### src/rtl/scld_pkg.sv
`timescale 1ns / 1ps
// ----------------------------------------------------------------------------
// scld_pkg: shared types and constants for the serial command line decoder
// Character codes, response and motion codes, operating modes and the
// state and result records passed between the decoder core and its logic.
// ----------------------------------------------------------------------------
package scld_pkg;

  localparam int DefLineCapacity = 10;
  localparam int CountW          = 4;

  localparam logic [7:0] CH_LF  = 8'h0A;
  localparam logic [7:0] CH_CR  = 8'h0D;
  localparam logic [7:0] CH_BS  = 8'h08;
  localparam logic [7:0] CH_DEL = 8'h7F;
  localparam logic [7:0] CH_ESC = 8'h1B;

  localparam logic [7:0] CH_HELP   = 8'h68; // 'h'
  localparam logic [7:0] CH_MANUAL = 8'h6D; // 'm'
  localparam logic [7:0] CH_AUTO   = 8'h6F; // 'o'
  localparam logic [7:0] CH_DEBUG  = 8'h62; // 'b'
  localparam logic [7:0] CH_FWD    = 8'h61; // 'a'
  localparam logic [7:0] CH_BWD    = 8'h72; // 'r'
  localparam logic [7:0] CH_STOP   = 8'h73; // 's'
  localparam logic [7:0] CH_LEFT   = 8'h64; // 'd'
  localparam logic [7:0] CH_RIGHT  = 8'h67; // 'g'

  localparam logic [2:0] RSP_NONE    = 3'd0;
  localparam logic [2:0] RSP_HELP    = 3'd1;
  localparam logic [2:0] RSP_MODE    = 3'd2;
  localparam logic [2:0] RSP_MOTION  = 3'd3;
  localparam logic [2:0] RSP_UNKNOWN = 3'd4;

  localparam logic [2:0] MOT_NONE  = 3'd0;
  localparam logic [2:0] MOT_FWD   = 3'd1;
  localparam logic [2:0] MOT_BWD   = 3'd2;
  localparam logic [2:0] MOT_STOP  = 3'd3;
  localparam logic [2:0] MOT_LEFT  = 3'd4;
  localparam logic [2:0] MOT_RIGHT = 3'd5;

  localparam logic [1:0] MODE_MANUAL = 2'd0;
  localparam logic [1:0] MODE_AUTO   = 2'd1;
  localparam logic [1:0] MODE_DEBUG  = 2'd2;

  typedef struct packed {
    logic [CountW-1:0] char_count;
    logic [7:0]        first_char;
    logic [1:0]        operating_mode;
  } scld_state_t;

  typedef struct packed {
    logic [7:0] echo_byte;
    logic       line_done;
    logic [2:0] response;
    logic [2:0] motion;
    logic [1:0] current_mode;
  } scld_result_t;

endpackage

### src/rtl/scld_decode.sv
`timescale 1ns / 1ps
// ----------------------------------------------------------------------------
// scld_decode: per-byte line editing and command decoding
// From the current line state and one received byte, computes the next
// line state and the result record for that byte.
// ----------------------------------------------------------------------------
module scld_decode
  import scld_pkg::*;
#(
  parameter int LINE_CAPACITY = DefLineCapacity
) (
  input  scld_state_t  state,
  input  logic [7:0]   rx_byte,
  output scld_state_t  state_next,
  output scld_result_t result
);

  localparam logic [CountW-1:0] Cap = CountW'(LINE_CAPACITY);

  logic       is_end;
  logic       is_erase;
  logic       single;
  logic [2:0] rsp;
  logic [2:0] mot;
  logic [1:0] mode_next;

  assign is_end   = (rx_byte == CH_ESC) || (rx_byte == CH_CR) || (rx_byte == CH_LF);
  assign is_erase = (rx_byte == CH_BS) || (rx_byte == CH_DEL);
  // ESC discards the line, so it always decodes as an empty line.
  assign single   = (rx_byte != CH_ESC) && (state.char_count == CountW'(1));

  always_comb begin
    rsp       = RSP_UNKNOWN;
    mot       = MOT_NONE;
    mode_next = state.operating_mode;
    if (single && state.first_char == CH_HELP) begin
      rsp = RSP_HELP;
    end else if (single && state.first_char == CH_MANUAL) begin
      rsp       = RSP_MODE;
      mode_next = MODE_MANUAL;
    end else if (single && state.first_char == CH_AUTO) begin
      rsp       = RSP_MODE;
      mode_next = MODE_AUTO;
    end else if (single && state.first_char == CH_DEBUG) begin
      rsp       = RSP_MODE;
      mode_next = MODE_DEBUG;
    end else if (single && state.operating_mode == MODE_MANUAL) begin
      priority if (state.first_char == CH_FWD) begin
        mot = MOT_FWD;
      end else if (state.first_char == CH_BWD) begin
        mot = MOT_BWD;
      end else if (state.first_char == CH_STOP) begin
        mot = MOT_STOP;
      end else if (state.first_char == CH_LEFT) begin
        mot = MOT_LEFT;
      end else if (state.first_char == CH_RIGHT) begin
        mot = MOT_RIGHT;
      end else begin
        mot = MOT_NONE;
      end
      if (mot != MOT_NONE) begin
        rsp = RSP_MOTION;
      end
    end
  end

  always_comb begin
    state_next          = state;
    result.echo_byte    = rx_byte;
    result.line_done    = 1'b0;
    result.response     = RSP_NONE;
    result.motion       = MOT_NONE;
    priority if (is_end) begin
      state_next.char_count     = '0;
      state_next.operating_mode = mode_next;
      result.line_done          = 1'b1;
      result.response           = rsp;
      result.motion             = mot;
    end else if (is_erase) begin
      if (state.char_count != '0) begin
        state_next.char_count = state.char_count - CountW'(1);
      end
    end else if (state.char_count < Cap) begin
      if (state.char_count == '0) begin
        state_next.first_char = rx_byte;
      end
      state_next.char_count = state.char_count + CountW'(1);
    end else begin
      // A full line drops the character and loses one stored position.
      state_next.char_count = state.char_count - CountW'(1);
    end
    result.current_mode = state_next.operating_mode;
  end

endmodule

### src/rtl/serial_command_line_decoder_core.sv
`timescale 1ns / 1ps
// ----------------------------------------------------------------------------
// serial_command_line_decoder_core: serial command line editor and decoder
// Echoes every received byte, keeps an editable command line and decodes
// finished lines into help, mode and motion responses.
// ----------------------------------------------------------------------------
// Usage:
// Received bytes enter on rx_byte with in_valid/in_ready. Each accepted
// request yields exactly one result on the output channel (out_valid/
// out_ready): the echoed byte, a line-done flag, the response and motion
// codes, and the operating mode after that byte.
// The byte is captured in an input register; the line editing and decoding
// logic then updates the line state and loads the output register, once
// that register is empty or its result is being taken. One byte is
// accepted per cycle while results are being taken.
// When the receiver stalls, the output register holds its result, the
// input register fills, and in_ready drops until out_ready returns.
// Reset empties the line, clears the stored first character, selects
// automatic mode and discards any byte in flight.
// ----------------------------------------------------------------------------
module serial_command_line_decoder_core
  import scld_pkg::*;
#(
  parameter int LINE_CAPACITY = DefLineCapacity
) (
  input  logic       clk,
  input  logic       rst,
  input  logic       in_valid,
  output logic       in_ready,
  input  logic [7:0] rx_byte,
  output logic       out_valid,
  input  logic       out_ready,
  output logic [7:0] echo_byte,
  output logic       line_done,
  output logic [2:0] response,
  output logic [2:0] motion,
  output logic [1:0] current_mode
);

  logic         in_reg_valid;
  logic [7:0]   in_reg_byte;
  logic         advance;
  scld_state_t  state;
  scld_state_t  state_next;
  scld_result_t result_next;
  scld_result_t out_reg;

  assign advance  = in_reg_valid && (!out_valid || out_ready);
  assign in_ready = !in_reg_valid || advance;

  scld_decode #(
    .LINE_CAPACITY(LINE_CAPACITY)
  ) u_decode (
    .state      (state),
    .rx_byte    (in_reg_byte),
    .state_next (state_next),
    .result     (result_next)
  );

  always_ff @(posedge clk) begin
    if (rst) begin
      in_reg_valid         <= 1'b0;
      out_valid            <= 1'b0;
      state.char_count     <= '0;
      state.first_char     <= '0;
      state.operating_mode <= MODE_AUTO;
    end else begin
      if (in_ready) begin
        in_reg_valid <= in_valid;
      end
      if (advance) begin
        state     <= state_next;
        out_valid <= 1'b1;
      end else if (out_ready) begin
        out_valid <= 1'b0;
      end
    end
  end

  always_ff @(posedge clk) begin
    if (in_valid && in_ready) begin
      in_reg_byte <= rx_byte;
    end
    if (advance) begin
      out_reg <= result_next;
    end
  end

  assign echo_byte    = out_reg.echo_byte;
  assign line_done    = out_reg.line_done;
  assign response     = out_reg.response;
  assign motion       = out_reg.motion;
  assign current_mode = out_reg.current_mode;

  a_rsp_only_on_line_end: assert property (@(posedge clk) disable iff (rst)
    out_valid && !line_done |-> response == RSP_NONE && motion == MOT_NONE)
    else $error("response reported without a line end");

  a_motion_in_manual: assert property (@(posedge clk) disable iff (rst)
    out_valid && motion != MOT_NONE |-> response == RSP_MOTION &&
                                        current_mode == MODE_MANUAL)
    else $error("motion reported outside manual mode");

  a_count_bounded: assert property (@(posedge clk) disable iff (rst)
    state.char_count <= CountW'(LINE_CAPACITY))
    else $error("line count exceeds capacity");

  a_reset_mode: assert property (@(posedge clk)
    $past(rst) |-> state.operating_mode == MODE_AUTO && !out_valid)
    else $error("reset did not restore automatic mode");

endmodule
### config.mk
export PLATFORM = sky130hd
export DESIGN_NAME = serial_command_line_decoder_core
export DESIGN_NICKNAME = d
export VERILOG_FILES = /design/src/rtl/scld_pkg.sv /design/src/rtl/scld_decode.sv /design/src/rtl/serial_command_line_decoder_core.sv
export SDC_FILE = /design/constraint.sdc
export NUM_CORES = 1
export LEC_CHECK = 0
export ABC_AREA = 1
export BUFFER_PORTS_ARGS = -buffer_cell sky130_fd_sc_hd__buf_2
export CAP_MARGIN = 20
export CORE_ASPECT_RATIO = 0.5
export CORE_UTILIZATION = 30
export CTS_BUF_LIST = sky130_fd_sc_hd__clkbuf_2 sky130_fd_sc_hd__clkbuf_4 sky130_fd_sc_hd__clkbuf_8
export CTS_CLUSTER_DIAMETER = 60
export DETAILED_ROUTE_END_ITERATION = 7
export SLEW_MARGIN = 20
export SYNTH_ARGS = -nofsm -noshare
export SYNTH_HDL_FRONTEND = slang
export SYNTH_SLANG_ARGS = --single-unit
export TNS_END_PERCENT = 50
### constraint.sdc
create_clock -name clk -period 1.8 [get_ports clk]
set_input_delay 0.27 -clock clk [delete_from_list [all_inputs] [get_ports clk]]
set_output_delay 0.27 -clock clk [all_outputs]
set_load 0.005 [all_outputs]
# Word level (Yosys, flattened, before mapping)
# Cells that the tools add are included.
word_totals:
  ff_bits: 41
  word_cells: 94
  output_inout_bits: 19
  input_bits: 12
classes:
  mux: 33
  n_addsub: 2
  reduce_logical: 25
  order_cmp: 1
  eq_ne: 17
  bitwise_logic: 3
op_table:
  columns: ["op", "n"]
  rows:
  - ["8-bit by 7-bit == test with 1-bit output, second input constant", 10]
  - ["3-bit two-way mux", 21]
  - ["8-bit by 4-bit == test with 1-bit output, second input constant", 3]
  - ["4-bit two-way mux", 4]
  - ["2-bit two-way mux", 5]
  - ["8-bit by 5-bit == test with 1-bit output, second input constant", 1]
  - ["1-bit logical AND", 8]
  - ["8-bit by 5-bit != test with 1-bit output, second input constant", 1]
  - ["7-bit two-way mux", 1]
  - ["6-bit OR reduction", 1]
  - ["1-bit logical OR", 5]
  - ["5-bit AND reduction", 1]
  - ["5-bit OR reduction", 1]
  - ["4-bit by 1-bit adder with 4-bit output, second input constant", 1]
  - ["4-bit by 1-bit == test with 1-bit output, second input constant", 1]
  - ["4-bit zero test", 1]
  - ["4-bit < comparator, second input constant", 1]
  - ["4-bit nonzero test", 1]
  - ["4-bit by 1-bit subtractor with 4-bit output, second input constant", 1]
  - ["3-bit by 2-bit != test with 1-bit output, second input constant", 1]
  - ["1-bit inverter", 3]
  - ["3-bit nonzero test", 1]
  - ["1-bit zero test", 2]
  - ["2-bit zero test", 1]
  - ["4 further kinds", 5]

# Logic depth before layout (Yosys ltp)
depth:
  ltp_word: 19
  ltp_mapped: 12
  mapped_depth_nobuf: 12

# By module
# Synthesis repeated with hierarchy kept, for this count alone.
unflattened:
  cells_unflattened: 349
  hier_area_um2: 2537.4
by_module_without_submodules:
  columns: ["mod", "cells_per_inst", "instances", "seq_area_each_um2", "area_each_um2"]
  rows:
  - ["serial_command_line_decoder_core", 127, 1, 1071.0, 1507.7]
  - ["scld_decode", 222, 1, 0.0, 1029.7]

# Least setup slack after synthesis
# OpenSTA, ideal clock, no wires.
synth_path:
  path_type: "register -> register"
  startpoint: "reg out_valid"
  endpoint: "reg, netlist name state[8]"
  t_required_ns: 1.684
  synth_period_minus_slack_ns: 1.539
  setup_ns: 0.116
  n_path_buf: 0
  path_stages_with_launch: 9
  setup_slack_ns: 0.261
  arrival_ns: 1.424
  cell_sequence: "dfxtp_1 > nand2_1 > nand2_1 > inv_1 > nand3_1 > inv_1 > nand3_4 > o21ai_0 > nor2_1"
synth_between:
  elab_chain_cells: 4
synth_lines:
  columns: ["element", "line", "source"]
  rows:
  - ["start, declared", "serial_command_line_decoder_core.sv:31", "output logic out_valid,"]
  - ["start signal, assigned", "serial_command_line_decoder_core.sv:63", "out_valid <= 1'b0;"]
  - ["start signal, assigned", "serial_command_line_decoder_core.sv:73", "out_valid <= 1'b1;"]
  - ["start signal, assigned", "serial_command_line_decoder_core.sv:75", "out_valid <= 1'b0;"]
  - ["1-bit zero test", "serial_command_line_decoder_core.sv:48", "assign advance = in_reg_valid && (!out_valid || out_ready);"]
  - ["1-bit logical OR", "serial_command_line_decoder_core.sv:48", null]
  - ["1-bit logical AND", "serial_command_line_decoder_core.sv:48", null]
  - ["net advance", "serial_command_line_decoder_core.sv:42", "logic advance;"]
  - ["5-bit AND reduction (no source line)", null, null]
# The timed path passes the listed nets, and every way through them passes these cells.
# A chain may end at the register's enable or synchronous reset.

# Worst setup path in the final report
layout_path:
  startpoint: "reg, netlist name state[11]"
  endpoint: "reg out_reg, in the netlist motion[0] (data pin)"
layout_between:
  elab_chain_cells: 5
  word_cells_on_any_way: 9
  classes_between: "eq/ne (1); bitwise (1); reduce/logical (7)"
layout_lines:
  columns: ["element", "line", "source"]
  rows:
  - ["4-bit by 1-bit == test with 1-bit output *", "scld_decode.sv:30", "assign single = (rx_byte != CH_ESC) && (state.char_count == CountW'(1));"]
  - ["1-bit logical AND *", "scld_decode.sv:30", null]
  - ["1-bit logical AND", "scld_decode.sv:47", "end else if (single && state.operating_mode == MODE_MANUAL) begin"]
  - ["1-bit inverter (no source line)", null, null]
  - ["6-bit OR reduction (no source line) *", null, null]
  - ["end signal, assigned", "serial_command_line_decoder_core.sv:85", "out_reg <= result_next;"]
  - ["end, declared", "serial_command_line_decoder_core.sv:46", "scld_result_t out_reg;"]
# Mark *: on every way between the ends. The rest lies on a longest branch, timed or not.

==> impl_metrics.csv <==
group,metric,value,unit
layout,fin_nets,298,
placed_design,place_inst,363,
logic_synthesis,synth_xor_area_share,1.31,%
sta,hold_viol_final,0,
floorplan,die_y,59.8,µm
layout,most-common-layout-cells,"nand2_1 (60), nor2_1 (48), inv_1 (34), buf_2 (30), edfxtp_1 (25)",
floorplan,num_rows,20,
drt,vias,1582,
critical_path,critPathBufInv,1,
critical_path,cpPeakStageDelay,0.35,ns
logic_synthesis,synth_cell_types,22,
floorplan,start_util,32.0,%
logic_synthesis,synthesis.area,2000,µm²
grt,grt_max_degree,13,
logic_synthesis,yosys_register_bits,41,
cts,cts_made_buffers,5,
critical_path,cp.arrival,1.68,ns
logic_synthesis,synth-compound-area-share,6.43,%
sta,finalSetupViolCount,0,
sta,fin_worst_hold_slack,0.151,ns
layout,post-route-util,38.1,%
drt,drtIter0Drc,64,
critical_path,crit_required,1.84,ns
floorplan,die_area,7030,µm²
placed_design,placed_area,2270,µm²
drt,wl_per_cell,10.3,µm
logic_synthesis,synth_top_family_by_area,"simple AND/OR/NAND/NOR gates",
layout,final_cell_area,2380,µm²
layout,syn2layout_area_growth,18.8,%
drt,ant_nets,0,
status,status,"finished clean",
logic_synthesis,synthMuxAreaShare,0,%
layout,fin_cells,372,
layout,layout-drive-gt1-share,20.1,%
hold_path,hold_class,"input port to flip-flop",
layout,antenna_cells,0,
logic_synthesis,ys_seq_area_share,53.4,%
logic_synthesis,synth_area_per_cell,8.21,µm²
drt,wl,3.84,mm
critical_path,crit_fanout,5,
cts,tritoncts,"done",
sta,final.setup.tns,0,ns
sta,max_freq,612,MHz
logic_synthesis,synthesis.nets,259,
grt,grt_pass1_vias,1484,
logic_synthesis,synthCells,244,
grt,overflow,0,
sta,worst_slew_pin_slew,0.328,ns
placed_design,port_buffers,30,
pwr,power_density,811,nW/µm²
cts,cts_sinks,41,
layout,layout_commonest_cell,"nand2_1",
floorplan,io-pin-count,31,
floorplan,dieWidth,118,µm
job,cap_violations,0,
placed_design,hpwl,3.02,mm
critical_path,worstSetupPathType,"flip-flop to flip-flop",
floorplan,core_area,6260,µm²
sta,clock_skew,0.00557,ns
placed_design,place_congestion,0.841,
cts,cts.htree.levels,2,
critical_path,cp_top_family,"simple AND/OR/NAND/NOR gates",
sta,period_share,90.7,%
critical_path,cp-start-kind,"flip-flop",
logic_synthesis,synth_warnings,0,
logic_synthesis,synthAdderAreaFrac,1.87,%
pwr,ir_drop,0.244,mV
drt,drt-vias-per-instance,4.25,
cts,clock_path_buffers,2,
critical_path,slowest_stage,"dfxtp_1",
cts,ctsHoldBuffers,0,
sta,slew_violations,0,
grt,antenna_found_initial,0,
grt,grt_pass1_wl,6.48,mm
drt,first_pass_iters,4,
cts,cts.clk_slew.worst_paths,0.08,ns
cts,cts_root_buffer,"clkbuf_8",
grt,grt_usage,11.8,%
critical_path,end_kind,"flip-flop",
critical_path,cp_cell_sequence,"inv_1 -> ha_1 -> nor3b_4 -> nand2_2 -> nor3_2 -> nor2_2 -> nand3_1 -> nor2_1",
pwr,leakagePower,1.05,nW
sta,relSlewSlack,78.1,%
drt,drcViolationCount,0,
sta,fin_crit,1.63,ns
logic_synthesis,synth-simple-area-share,29.7,%
cts,clk_latency,0.29,ns
-- cells in the mapped netlist, drive strengths merged --
cell	count	share of area, %
nand2	65	13
nor2	51	9.8
inv	36	6.7
edfxtp	25	37
dfxtp	16	16
nand3	15	4.6
o21ai	12	3.0
a21oi	10	2.7
nor3	4	1.5
ha	3	1.9
xor2	3	1.3
buf	1	0.56
nor3b	1	0.94
o211ai	1	0.37
o21bai	1	0.37
-- area by class of cell --
class	instances	area, µm²
Clock buffer	8	97.6
Fill cell	639	3870
Inverter	36	135
Multi-Input combinational cell	166	795
Sequential cell	41	1070
Tap cell	88	110
Timing Repair Buffer	33	173
-- routing by layer --
layer / global-route usage [%] / vias up / routed length (µm)
li1: - / 846 / -
met1: 14.9 / 706 / 2000
met2: 19.4 / 28 / 1650
met3: 4.10 / 2 / 178
met4: 3.85 / 0 / 6
met5: 0 / - / 0
-- state kept, by name, indices dropped and copies added, names as in the netlist --
name,count
echo_byte,8
in_reg_valid,1
response,3
line_done,1
out_valid,1
motion,3
state,14
current_mode,2
in_reg_byte,8
-- where the power goes --
group | total (mW) | internal [mW] | switching (mW)
combinational | 0.193 | 0.0752 | 0.118
sequential | 1.09 | 1.05 | 0.0397
clock | 0.649 | 0.343 | 0.306
-- metrics by stage --
step	total power, mW	setup WS (ns)
2_1_floorplan	1.23	0.261
3_3_place_gp	1.30	0.204
3_5_place_dp	1.30	0.131
4_1_cts	1.95	0.121
5_1_grt	2.01	-0.00815
6_report	1.93	0.167
-- worst paths after layout --
kind	startpoint	to	slack, ns	cells after the start
worst max-delay path	state[11]	motion[0]	0.17	8
worst min-delay path	rx_byte[3]	in_reg_byte[3]	0.15	1
worst max register to register	state[11]	motion[0]	0.17	8
worst min register to register	state[9]	state[9]	0.50	2
-- what timing repair did --
action                                  in CTS  in global routing
endpoints found under the setup margin       0                  6
setup buffers                                0                  1
hold endpoints to repair                     0                  0
resized for setup                            0                  2
-- kinds of logic (layout without fill, tap and decap cells) --
group                    Yosys count  count (layout)
XOR/XNOR                           3               3
AND/OR/NAND/NOR                  136             136
adder cells (fa/ha/maj)            3               3
buffers and inverters             37              77
AO/OA/AOI/OAI                     24              24
flip-flops                        41              41
Power figures use the tool's default switching activity.
